**src/hw/rtl/lmbp_pkg.sv**
```systemverilog
// ----------------------------------------------------------------------------
// lmbp_pkg
// Types, constants and helpers shared by the breathing pwm block.
// ----------------------------------------------------------------------------
package lmbp_pkg;

  localparam int unsigned GRID_SIDE = 8;
  localparam int unsigned NUM_PIX   = GRID_SIDE * GRID_SIDE;
  localparam int unsigned COORD_W   = $clog2(GRID_SIDE);
  localparam int unsigned IDX_W     = $clog2(NUM_PIX);
  localparam int unsigned CNT_W     = 7;
  localparam int unsigned HUE_W     = 2;

  localparam logic [CNT_W-1:0] PERIOD = 7'd64;

  localparam logic [HUE_W-1:0] COLOR_OFF    = 2'd0;
  localparam logic [HUE_W-1:0] COLOR_FIRST  = 2'd1;
  localparam logic [HUE_W-1:0] COLOR_SECOND = 2'd2;

  typedef struct packed {
    logic [CNT_W-1:0] tick;
    logic [CNT_W-1:0] duty;
    logic             phase;
    logic [HUE_W-1:0] hue;
  } pix_t;

  localparam int unsigned PIX_W = $bits(pix_t);

  typedef enum logic [2:0] {
    ST_IDLE  = 3'b001,
    ST_RMW   = 3'b010,
    ST_EMIT2 = 3'b100
  } state_e;

  // position dependent power-on entry
  function automatic pix_t pix_reset(input logic [COORD_W-1:0] row,
                                     input logic [COORD_W-1:0] col);
    logic [CNT_W-1:0] r1;
    logic [CNT_W-1:0] c1;
    logic [CNT_W-1:0] d;
    pix_t             p;
    r1      = CNT_W'(row) + CNT_W'(1);
    c1      = CNT_W'(col) + CNT_W'(1);
    d       = r1 * c1;
    p.tick  = PERIOD - d;
    p.duty  = d;
    p.phase = 1'b1;
    p.hue   = COLOR_FIRST;
    return p;
  endfunction

  function automatic logic [HUE_W-1:0] hue_next(input logic [HUE_W-1:0] hue);
    return hue[0] ? COLOR_SECOND : COLOR_FIRST;
  endfunction

endpackage

```
**src/hw/rtl/led_matrix_breathing_pwm.sv**
```systemverilog
// ----------------------------------------------------------------------------
// led_matrix_breathing_pwm
// Per-pixel software pwm with a slow fade for an 8x8 led grid.
// ----------------------------------------------------------------------------
// A tick is taken when start is high and busy is low. Each pixel's counter,
// threshold, phase and color live in one 64-entry ram; a tick reads its entry
// through the registered ram read, then updates and writes it back in the next
// cycle. A tick keeps busy high through the update state, and also through a
// second emit state when it causes two writes, since the second write needs a
// strobe cycle of its own. Display writes come out on strobe_o for exactly one
// cycle each and cannot be stalled; last_write_o marks the final write of a
// tick. Entries not yet written since reset read as their position dependent
// power-on values, so no clearing pass is needed.
module led_matrix_breathing_pwm
  import lmbp_pkg::*;
(
  input  logic               clk_i,
  input  logic               rst_ni,
  input  logic               start,
  output logic               busy,
  input  logic [COORD_W-1:0] pixel_col_i,
  input  logic [COORD_W-1:0] pixel_row_i,
  output logic               strobe_o,
  output logic [COORD_W-1:0] write_col_o,
  output logic [COORD_W-1:0] write_row_o,
  output logic [HUE_W-1:0]   write_color_o,
  output logic               last_write_o
);

  state_e state_q, state_d;

  logic [COORD_W-1:0] col_q, row_q;
  logic [IDX_W-1:0]   idx_q;
  logic [NUM_PIX-1:0] valid_q;
  logic [HUE_W-1:0]   pend_color_q, pend_color_d;

  logic               strobe_q, strobe_d;
  logic [COORD_W-1:0] out_col_q, out_row_q;
  logic [HUE_W-1:0]   out_color_q, out_color_d;
  logic               out_last_q, out_last_d;

  logic       accept;
  logic       ram_we;
  pix_t       ram_rdata;
  pix_t       cur, upd;
  logic       match, period_end;
  logic [CNT_W-1:0] duty_dec;
  logic [HUE_W-1:0] color1, color2;

  assign accept = start && !busy;
  assign busy   = (state_q != ST_IDLE);
  assign ram_we = (state_q == ST_RMW);

  lmbp_ram #(
    .Width(PIX_W),
    .Depth(NUM_PIX)
  ) u_ram (
    .clk_i  (clk_i),
    .we_i   (ram_we),
    .waddr_i(idx_q),
    .wdata_i(upd),
    .re_i   (accept),
    .raddr_i({pixel_row_i, pixel_col_i}),
    .rdata_o(ram_rdata)
  );

  // pixel update
  always_comb begin
    cur        = valid_q[idx_q] ? ram_rdata : pix_reset(row_q, col_q);
    match      = (cur.tick == cur.duty);
    period_end = (cur.tick == PERIOD);
    color1     = cur.phase ? COLOR_OFF : cur.hue;
    upd        = cur;
    duty_dec   = cur.duty - CNT_W'(1);
    if (period_end) begin
      upd.tick = '0;
      upd.duty = duty_dec;
      if (duty_dec == '0) begin
        upd.duty  = PERIOD;
        upd.phase = ~cur.phase;
        if (cur.phase) begin
          upd.hue = hue_next(cur.hue);
        end
      end
    end
    color2   = upd.phase ? upd.hue : COLOR_OFF;
    upd.tick = upd.tick + CNT_W'(1);
  end

  always_comb begin
    state_d      = state_q;
    strobe_d     = 1'b0;
    out_color_d  = out_color_q;
    out_last_d   = out_last_q;
    pend_color_d = pend_color_q;
    unique case (state_q)
      ST_IDLE: begin
        if (accept) begin
          state_d = ST_RMW;
        end
      end
      ST_RMW: begin
        state_d = ST_IDLE;
        if (match) begin
          strobe_d     = 1'b1;
          out_color_d  = color1;
          out_last_d   = !period_end;
          pend_color_d = color2;
          if (period_end) begin
            state_d = ST_EMIT2;
          end
        end else if (period_end) begin
          strobe_d    = 1'b1;
          out_color_d = color2;
          out_last_d  = 1'b1;
        end
      end
      ST_EMIT2: begin
        state_d     = ST_IDLE;
        strobe_d    = 1'b1;
        out_color_d = pend_color_q;
        out_last_d  = 1'b1;
      end
      default: begin
        state_d = ST_IDLE;
      end
    endcase
  end

  always_ff @(posedge clk_i or negedge rst_ni) begin
    if (!rst_ni) begin
      state_q  <= ST_IDLE;
      strobe_q <= 1'b0;
      valid_q  <= '0;
    end else begin
      state_q  <= state_d;
      strobe_q <= strobe_d;
      if (ram_we) begin
        valid_q[idx_q] <= 1'b1;
      end
    end
  end

  always_ff @(posedge clk_i) begin
    if (accept) begin
      col_q <= pixel_col_i;
      row_q <= pixel_row_i;
      idx_q <= {pixel_row_i, pixel_col_i};
    end
    if (ram_we) begin
      out_col_q <= col_q;
      out_row_q <= row_q;
    end
    out_color_q  <= out_color_d;
    out_last_q   <= out_last_d;
    pend_color_q <= pend_color_d;
  end

  assign strobe_o      = strobe_q;
  assign write_col_o   = out_col_q;
  assign write_row_o   = out_row_q;
  assign write_color_o = out_color_q;
  assign last_write_o  = out_last_q;

`ifndef SYNTHESIS
  // a tick goes straight to the read-modify-write cycle
  assert property (@(posedge clk_i) disable iff (!rst_ni)
    accept |=> state_q == ST_RMW)
    else $error("accepted tick did not enter rmw");

  // the second write of a tick always follows a first one
  assert property (@(posedge clk_i) disable iff (!rst_ni)
    state_q == ST_EMIT2 |-> strobe_o && !last_write_o)
    else $error("second write without a first");

  // a non-final write is followed by the final write of the same pixel
  assert property (@(posedge clk_i) disable iff (!rst_ni)
    strobe_o && !last_write_o |=> strobe_o && last_write_o
      && write_col_o == $past(write_col_o) && write_row_o == $past(write_row_o))
    else $error("final write missing after first write");

  // writes only appear right after an update or a pending second write
  assert property (@(posedge clk_i) disable iff (!rst_ni)
    strobe_d |-> state_q == ST_RMW || state_q == ST_EMIT2)
    else $error("write strobe outside of a tick");
`endif

endmodule

```
**src/hw/rtl/lmbp_ram.sv**
```systemverilog
// ----------------------------------------------------------------------------
// lmbp_ram
// Generic single write port, single read port ram with registered read.
// ----------------------------------------------------------------------------
module lmbp_ram #(
  parameter int unsigned Width = 8,
  parameter int unsigned Depth = 64
) (
  input  logic                     clk_i,
  input  logic                     we_i,
  input  logic [$clog2(Depth)-1:0] waddr_i,
  input  logic [Width-1:0]         wdata_i,
  input  logic                     re_i,
  input  logic [$clog2(Depth)-1:0] raddr_i,
  output logic [Width-1:0]         rdata_o
);

  logic [Width-1:0] mem_q [Depth];
  logic [Width-1:0] rdata_q;

  always_ff @(posedge clk_i) begin
    if (we_i) begin
      mem_q[waddr_i] <= wdata_i;
    end
    if (re_i) begin
      rdata_q <= mem_q[raddr_i];
    end
  end

  assign rdata_o = rdata_q;

endmodule

```
**config.mk**
```make
export PLATFORM = sky130hd
export DESIGN_NAME = led_matrix_breathing_pwm
export DESIGN_NICKNAME = d
export VERILOG_FILES = /design/src/hw/rtl/lmbp_pkg.sv /design/src/hw/rtl/led_matrix_breathing_pwm.sv /design/src/hw/rtl/lmbp_ram.sv
export SDC_FILE = /design/constraint.sdc
export NUM_CORES = 1
export LEC_CHECK = 0
export ABC_AREA = 1
export BUFFER_PORTS_ARGS = -buffer_cell sky130_fd_sc_hd__buf_4
export CELL_PAD_IN_SITES_DETAIL_PLACEMENT = 1
export CELL_PAD_IN_SITES_GLOBAL_PLACEMENT = 1
export CORE_AREA = 4 4 291 508
export DETAILED_ROUTE_END_ITERATION = 10
export DIE_AREA = 0 0 295 512
export PLACE_DENSITY = 0.61
export SETUP_SLACK_MARGIN = 0.5
export SLEW_MARGIN = 20
export SYNTH_ARGS = -nofsm -noshare
export SYNTH_HDL_FRONTEND = slang
export SYNTH_HIERARCHICAL = 1
export SYNTH_SLANG_ARGS = --single-unit
```
**constraint.sdc**
```tcl
create_clock -name clk_i -period 6.8 [get_ports clk_i]
set_clock_uncertainty 0.05 [all_clocks]
set_input_delay 0 -clock clk_i [delete_from_list [all_inputs] [get_ports clk_i]]
set_output_delay 0 -clock clk_i [all_outputs]
set_load 0.02 [all_outputs]
```
==> reports/results.ini, run 1 <==
[floorplanning]
die_w_um = 295
design.die.area_um2 = 151000
rows = 184
floorplan.initialDensity_pct = 34.9
io_pins = 20
die_h_um = 512
core-area_um2 = 143000

[global_routing]
use_met1_pct = 25.6
gr-max-usage-layer = met2
met3_usage_pct = 2.13
grt_pass1_wl_mm = 242
antenna_found_initial = 4
grtUsageTotal_pct = 21.9
grt_pass1_vias = 35600
grt-ovfl-total = 0
met2_usage_pct = 39.7
grt_max_degree = 222

[placed_design]
portBuffers = 19
gp_congestion = 0.876
dpl.hpwl_mm = 92.7
placed_cell_area_um2 = 52300

[sta]
hold_violations = 0
period_share_pct = 87.7
rsz0062_at_grt = false
max_freq_ghz = 0.168
fin_crit_ns = 5.97
slew_viol_final = 0
relSlewSlack_pct = 24.0
tightest_slew_ns = 1.14
setup_violations = 0

[synthesis]
syn-cell-area_um2 = 50000
async_flop_share_pct = 5.71
yosysSeqAreaShare_pct = 70.8
synth_fp_nets = 4456
synth.avg_cell_area_um2 = 11.3
ys_types = 45
ys.flop_type = edfxtp_1
yosysWarnings = 6
ys_ff_latch = 1190
synth-edff-count = 1122
synth_cells = 4425

[setup_path]
worstPathRequired_ns = 7.25
crit_arrival_ns = 6.41
crit_fanout = 32
start_kind = register
critPathSlowestCell = fa_1
slowest_delay_ns = 0.54
crit_type = register to register
crit_top_cell = fa_1
reg2reg_slack_ns = 0.83
cp-end-kind = register
crit_chain = ha_1 > xnor2_1 > or2_2 > fa_1 > inv_1 > fa_1 > fa_1 > xor2_1 > nor2_1 > xor2_1 > o21ai_1 > buf_4 > nor2_2 > nand2_2 > nor2_4 > inv_2 > nand2_2 > nor3_2 > nand3_1 > xnor2_4 > buf_4

[layout]
mostFrequentLayoutCell = nand2_1
syn2layout_area_growth_pct = 12.3
fill_cells = 15300
drive_gt1_share_pct = 8.84
nNetsFinal = 4433
finish.utilization_pct = 39.2
final_cell_area_um2 = 56200
layout_common_cells = 1591 x nand2_1, 1122 x edfxtp_1, 973 x nand3_1

[routing]
antenna_left = 0
drc = 0
vias = 34000
drt_iter0_markers = 2854
wl_mm = 167
vias_per_cell = 5.34
drt-pass1-iter-count = 5
wl_per_cell_um = 26.2

[clocking]
cts.clk_slew.worst_paths_ns = 0.06
cts_tree = done
cts_root_buf = clkbuf_16
cts_max_path_buffers = 3
cts_resized = 0
numCtsBuffers = 106
cts.sink_count = 1190
clkLatencyLatePin_ns = 0.72
htree_levels = 3

[run_status]
outcome = complete, no violations

[power]
ir_worst_vdd_v = 0.000208
powerDensity_nw_per_um2 = 311
p_leak_nw = 20.6

[min_path]
hold_class = primary input to register

[run]
cap_violations = 0

[power breakdown]
group	switching (W)	internal, W	total (W)
clock	0.00278	0.00357	0.00635
combinational	0.00183	0.000480	0.00231
sequential	0.0000235	0.00879	0.00881
[registers in the layout, summed over array words and instances (netlist names)]
signal	count
u_ram/mem_q	1088
valid_q	64
u_ram/rdata_o	17
row_q	3
state_q	3
write_col_o	3
write_row_o	3
col_q	2
pend_color_q	2
write_color_o	2
idx_q	1
last_write_o	1
strobe_o	1
[synthesized netlist by cell type, types with 2 or more instances]
cell type / count / share of area (%)
nor2_1: 96 / 0.72
xnor2_1: 7 / 0.12
clkbuf_1: 58 / 0.44
nor3_2: 3 / 0.060
nand2_2: 12 / 0.15
buf_6: 33 / 0.74
nand3_2: 4 / 0.080
edfxtp_1: 1122 / 67
nor4_1: 8 / 0.10
nor2_2: 3 / 0.038
nor3_1: 11 / 0.11
or2_2: 2 / 0.025
fa_1: 4 / 0.16
nand3_1: 973 / 9.7
xor2_1: 14 / 0.25
a21oi_1: 4 / 0.040
buf_2: 137 / 1.4
inv_1: 107 / 0.80
clkinv_1: 2 / 0.015
nand4_1: 9 / 0.11
o21ai_2: 3 / 0.053
dfrtp_1: 67 / 3.4
nand3b_1: 2 / 0.030
nor2_4: 5 / 0.11
o21ai_1: 10 / 0.10
buf_1: 21 / 0.16
inv_2: 8 / 0.060
nand2_4: 2 / 0.045
nand2_1: 1593 / 12
buf_4: 7 / 0.11
o21ai_0: 37 / 0.37
ha_1: 18 / 0.45
o21bai_1: 31 / 0.47
[final timing paths]
| path | startpoint | end | depth (start not counted) |
|---|---|---|---|
| max | col_q[0] | u_ram/mem_q[20][15] | 21 |
| min | start | state_q[1] | 4 |
| max reg2reg | col_q[0] | u_ram/mem_q[20][15] | 21 |
| min reg2reg | valid_q[29] | valid_q[29] | 2 |
| max in group asynchronous | rst_ni | valid_q[0] | 4 |
| min in group asynchronous | rst_ni | state_q[0] | 3 |
[critical path: cells and delay by family, from the launching register on]
kind | cells | cell delay, ns
buf+inv | 4 | 0.76
fa+ha+maj | 4 | 1.78
compound gates | 1 | 0.15
simple gates | 8 | 1.38
xor+xnor | 4 | 1.17
flops | 1 | 0.42
[routing by layer]
metal  share of wire, %  vias to the layer above
li1                   -                    15300
met1                 38                    17600
met2                 52                      834
met3                4.0                      308
met4                5.6                        0
met5                  0                        -
[metrics by stage]
| stage | total power, W | hold WS, ns | instances | TNS (ns) | setup slack [ns] |
|---|---|---|---|---|---|
| 4_1_cts | 0.0176 | 0.0339 | 6342 | 0 | 0.545 |
| 5_1_grt | 0.0181 | 0.128 | 6354 | 0 | 0.555 |
| 2_1_floorplan | 0.0103 | -0.346 | 4425 | -167.48 | -0.514 |
| 3_3_place_gp | 0.0112 | 0.135 | 6134 | 0 | 0.676 |
| 6_report | 0.0175 | 0.0916 | 6355 | 0 | 0.835 |
| 3_5_place_dp | 0.0113 | 0.153 | 6134 | 0 | 0.585 |
[final cells by class]
class | instances | area, µm² | share of cell area, %
flip-flops and latches | 1190 | 35400 | 63.0
multi-input cells | 2858 | 13200 | 23.6
clock buffers | 128 | 2820 | 5.01
well taps | 1860 | 2330 | 4.14
repair buffers | 126 | 1100 | 1.97
clock inverters | 71 | 811 | 1.44
inverters | 120 | 488 | 0.869
diodes | 2 | 5.00 | 0.00891
[what timing repair did]
item	in CTS	in global routing
hold endpoints to repair	115	0
setup endpoints to repair	0	249
setup buffers	0	10
hold buffers	9	0
[cell families after synthesis]
family	count (synthesis)	share of synthesized area (%)
compound gates	90	1.12
mux	1	0.0450
fa+ha+maj	22	0.611
xor+xnor	21	0.368
flops	1190	70.8
simple gates	2723	23.3
buf+inv	378	3.80
Power figures use the tool's default switching activity.
==> inputs of run 2 (changes only) <==
--- a/config.mk
+++ b/config.mk
@@ -13,7 +13,9 @@
 export DETAILED_ROUTE_END_ITERATION = 10
 export DIE_AREA = 0 0 295 512
 export PLACE_DENSITY = 0.61
+export REMOVE_ABC_BUFFERS = 1
 export SETUP_SLACK_MARGIN = 0.5
+export SKIP_LAST_GASP = 1
 export SLEW_MARGIN = 20
 export SYNTH_ARGS = -nofsm -noshare
 export SYNTH_HDL_FRONTEND = slang
==> run 2 against run 1 <==
Against the previous run:
- non-clock buffer count fell by 3
- die area stayed put
- count of clock-buffer cells in the layout is 7 lower
- final cell count down 0.17%
- critical path type unchanged
- critical endpoint is now u_ram/mem_q[18][15]
- largest power group unchanged
- highest routed layer unchanged
==> reports/results.ini, run 2 (synthesis gave the netlist of run 1 again) <==
[power]
ir_worst_vdd_v = 0.000253
powerDensity_nw_per_um2 = 308
p_leak_nw = 20.5

[global_routing]
grt_max_degree = 146
grt-ovfl-total = 0
grt_pass1_wl_mm = 242
grt_pass1_vias = 35300
antenna_found_initial = 4
grtUsageTotal_pct = 22.1

[setup_path]
crit_fanout = 64
timing.rr.end = u_ram/mem_q[18][15]
reg2reg_depth = 23
worstPathRequired_ns = 7.19
crit_arrival_ns = 6.15
crit_type = register to register
reg2reg_slack_ns = 1.04
start_kind = register
r2r-start = col_q[1]
cp-end-kind = register

[sta]
fin_crit_ns = 5.76
hold_violations = 0
slew_viol_final = 0
period_share_pct = 84.7
tightest_slew_ns = 1.12
rsz0062_at_grt = false
relSlewSlack_pct = 24.9
max_freq_ghz = 0.174
setup_violations = 0
whs_ns = 0.132

[clocking]
cts_tree = done
cts.clk_slew.worst_paths_ns = 0.07
cts.sink_count = 1190
cts_max_path_buffers = 3
htree_levels = 3
cts_root_buf = clkbuf_16
clkLatencyLatePin_ns = 0.71
numCtsBuffers = 105

[floorplanning]
floorplan.initialDensity_pct = 34.9
rows = 184
io_pins = 20
design.die.area_um2 = 151000
core-area_um2 = 143000
die_w_um = 295
die_h_um = 512

[layout]
fin_cells = 6344
final_cell_area_um2 = 56000
largest_reg_flops = 1088
syn2layout_area_growth_pct = 12.0
drive_gt1_share_pct = 8.34
layout_common_cells = 1591 x nand2_1, 1122 x edfxtp_1, 973 x nand3_1
finish.utilization_pct = 39.0
mostFrequentLayoutCell = nand2_1
nNetsFinal = 4428
largest_register = u_ram/mem_q

[min_path]
hold_path.startpoint = pixel_row_i[0]
worstHoldPathCells = 2
hold-path-endpoint = row_q[0]
hold_class = primary input to register

[routing]
wl_per_cell_um = 26.5
antenna_left = 0
drc = 0
vias = 34000
drt-pass1-iter-count = 6
drt_iter0_markers = 2445
vias_per_cell = 5.35
wl_mm = 168

[placed_design]
placed_cell_area_um2 = 52400
dpl.hpwl_mm = 92.9
gp_congestion = 0.863
portBuffers = 19
dp_cells = 6144

[run_status]
outcome = complete, no violations

[run]
cap_violations = 0

==> run 2: cell types whose count changed in the layout (fill, tap and decap cells not counted), sizes merged <==
cell	delta
clkinvlp	-4
dlygate4sd3	-3
xnor2	-1
clkinv	+9
clkbuf	-7
inv	-5
==> run 2: routing by layer <==
| metal | vias to the layer above | global-route usage, % | share of wire, % |
|---|---|---|---|
| met3 | 349 | 3.11 | 4.5 |
| met1 | 17500 | 25.0 | 37 |
| met4 | 0 | 12.4 | 6.5 |
| met5 | - | 0 | 0 |
| met2 | 927 | 39.8 | 52 |
| li1 | 15200 | - | - |
==> run 2: worst max-delay path, stage by stage (launching register included) <==
cell and delay [ns]:
edfxtp_1 0.36, buf_4 0.31, nand2_1 0.14, inv_2 0.13, nand2_1 0.12, inv_1 0.09, nand2_1 0.07, fa_1 0.54
inv_1 0.05, fa_1 0.52, fa_1 0.48, xor2_1 0.35, nor2_1 0.11, xor2_1 0.17, o21ai_1 0.44, nor2_2 0.09
nand2_2 0.09, nor2_4 0.04, inv_2 0.09, nand2_2 0.07, nor3_2 0.30, nand3_1 0.19, xnor2_2 0.20, buf_6 0.39
==> run 2: worst max path at each step <==
stage          slack [ns]  startpoint  depth (start not counted)                  end
3_5_place_dp         0.88    col_q[1]                         23  u_ram/mem_q[21][15]
3_3_place_gp         0.99    row_q[1]                         21  u_ram/mem_q[21][15]
5_1_grt              0.62    col_q[1]                         20   u_ram/mem_q[48][5]
6_report             1.04    col_q[1]                         23  u_ram/mem_q[18][15]
2_1_floorplan       -1.43    col_q[0]                         19   u_ram/mem_q[0][15]
4_1_cts              0.85    col_q[1]                         23  u_ram/mem_q[58][15]
==> run 2: report_power, final <==
group | total [W] | internal, W | switching, W
Sequential | 0.00881 | 0.00879 | 0.0000227
Combinational | 0.00222 | 0.000456 | 0.00176
Clock | 0.00623 | 0.00351 | 0.00273
Total | 0.0173 | 0.0128 | 0.00451
==> run 2: through the flow <==
step,setup WS (ns),setup TNS (ns),power (W)
4_1_cts,0.851,0,0.0174
3_3_place_gp,0.990,0,0.0111
5_1_grt,0.621,0,0.0179
6_report,1.04,0,0.0173
3_5_place_dp,0.881,0,0.0112
2_1_floorplan,-1.43,-569.50,0.0102
==> run 2: final cells by class <==
class | instances | area (µm²)
multi-input cells | 2857 | 13100
diodes | 2 | 5.00
clock inverters | 71 | 782
clock buffers | 121 | 2750
inverters | 120 | 488
flip-flops and latches | 1190 | 35400
well taps | 1860 | 2330
repair buffers | 123 | 1120
fillers | 15400 | 87400
==> run 2: timing repair <==
action / 4_1_cts / 5_1_grt
setup buffers: 0 / 0
hold buffers: 6 / 0
gates resized for setup: 0 / 1
endpoints found under the hold margin: 89 / 0
endpoints found under the setup margin: 0 / 40
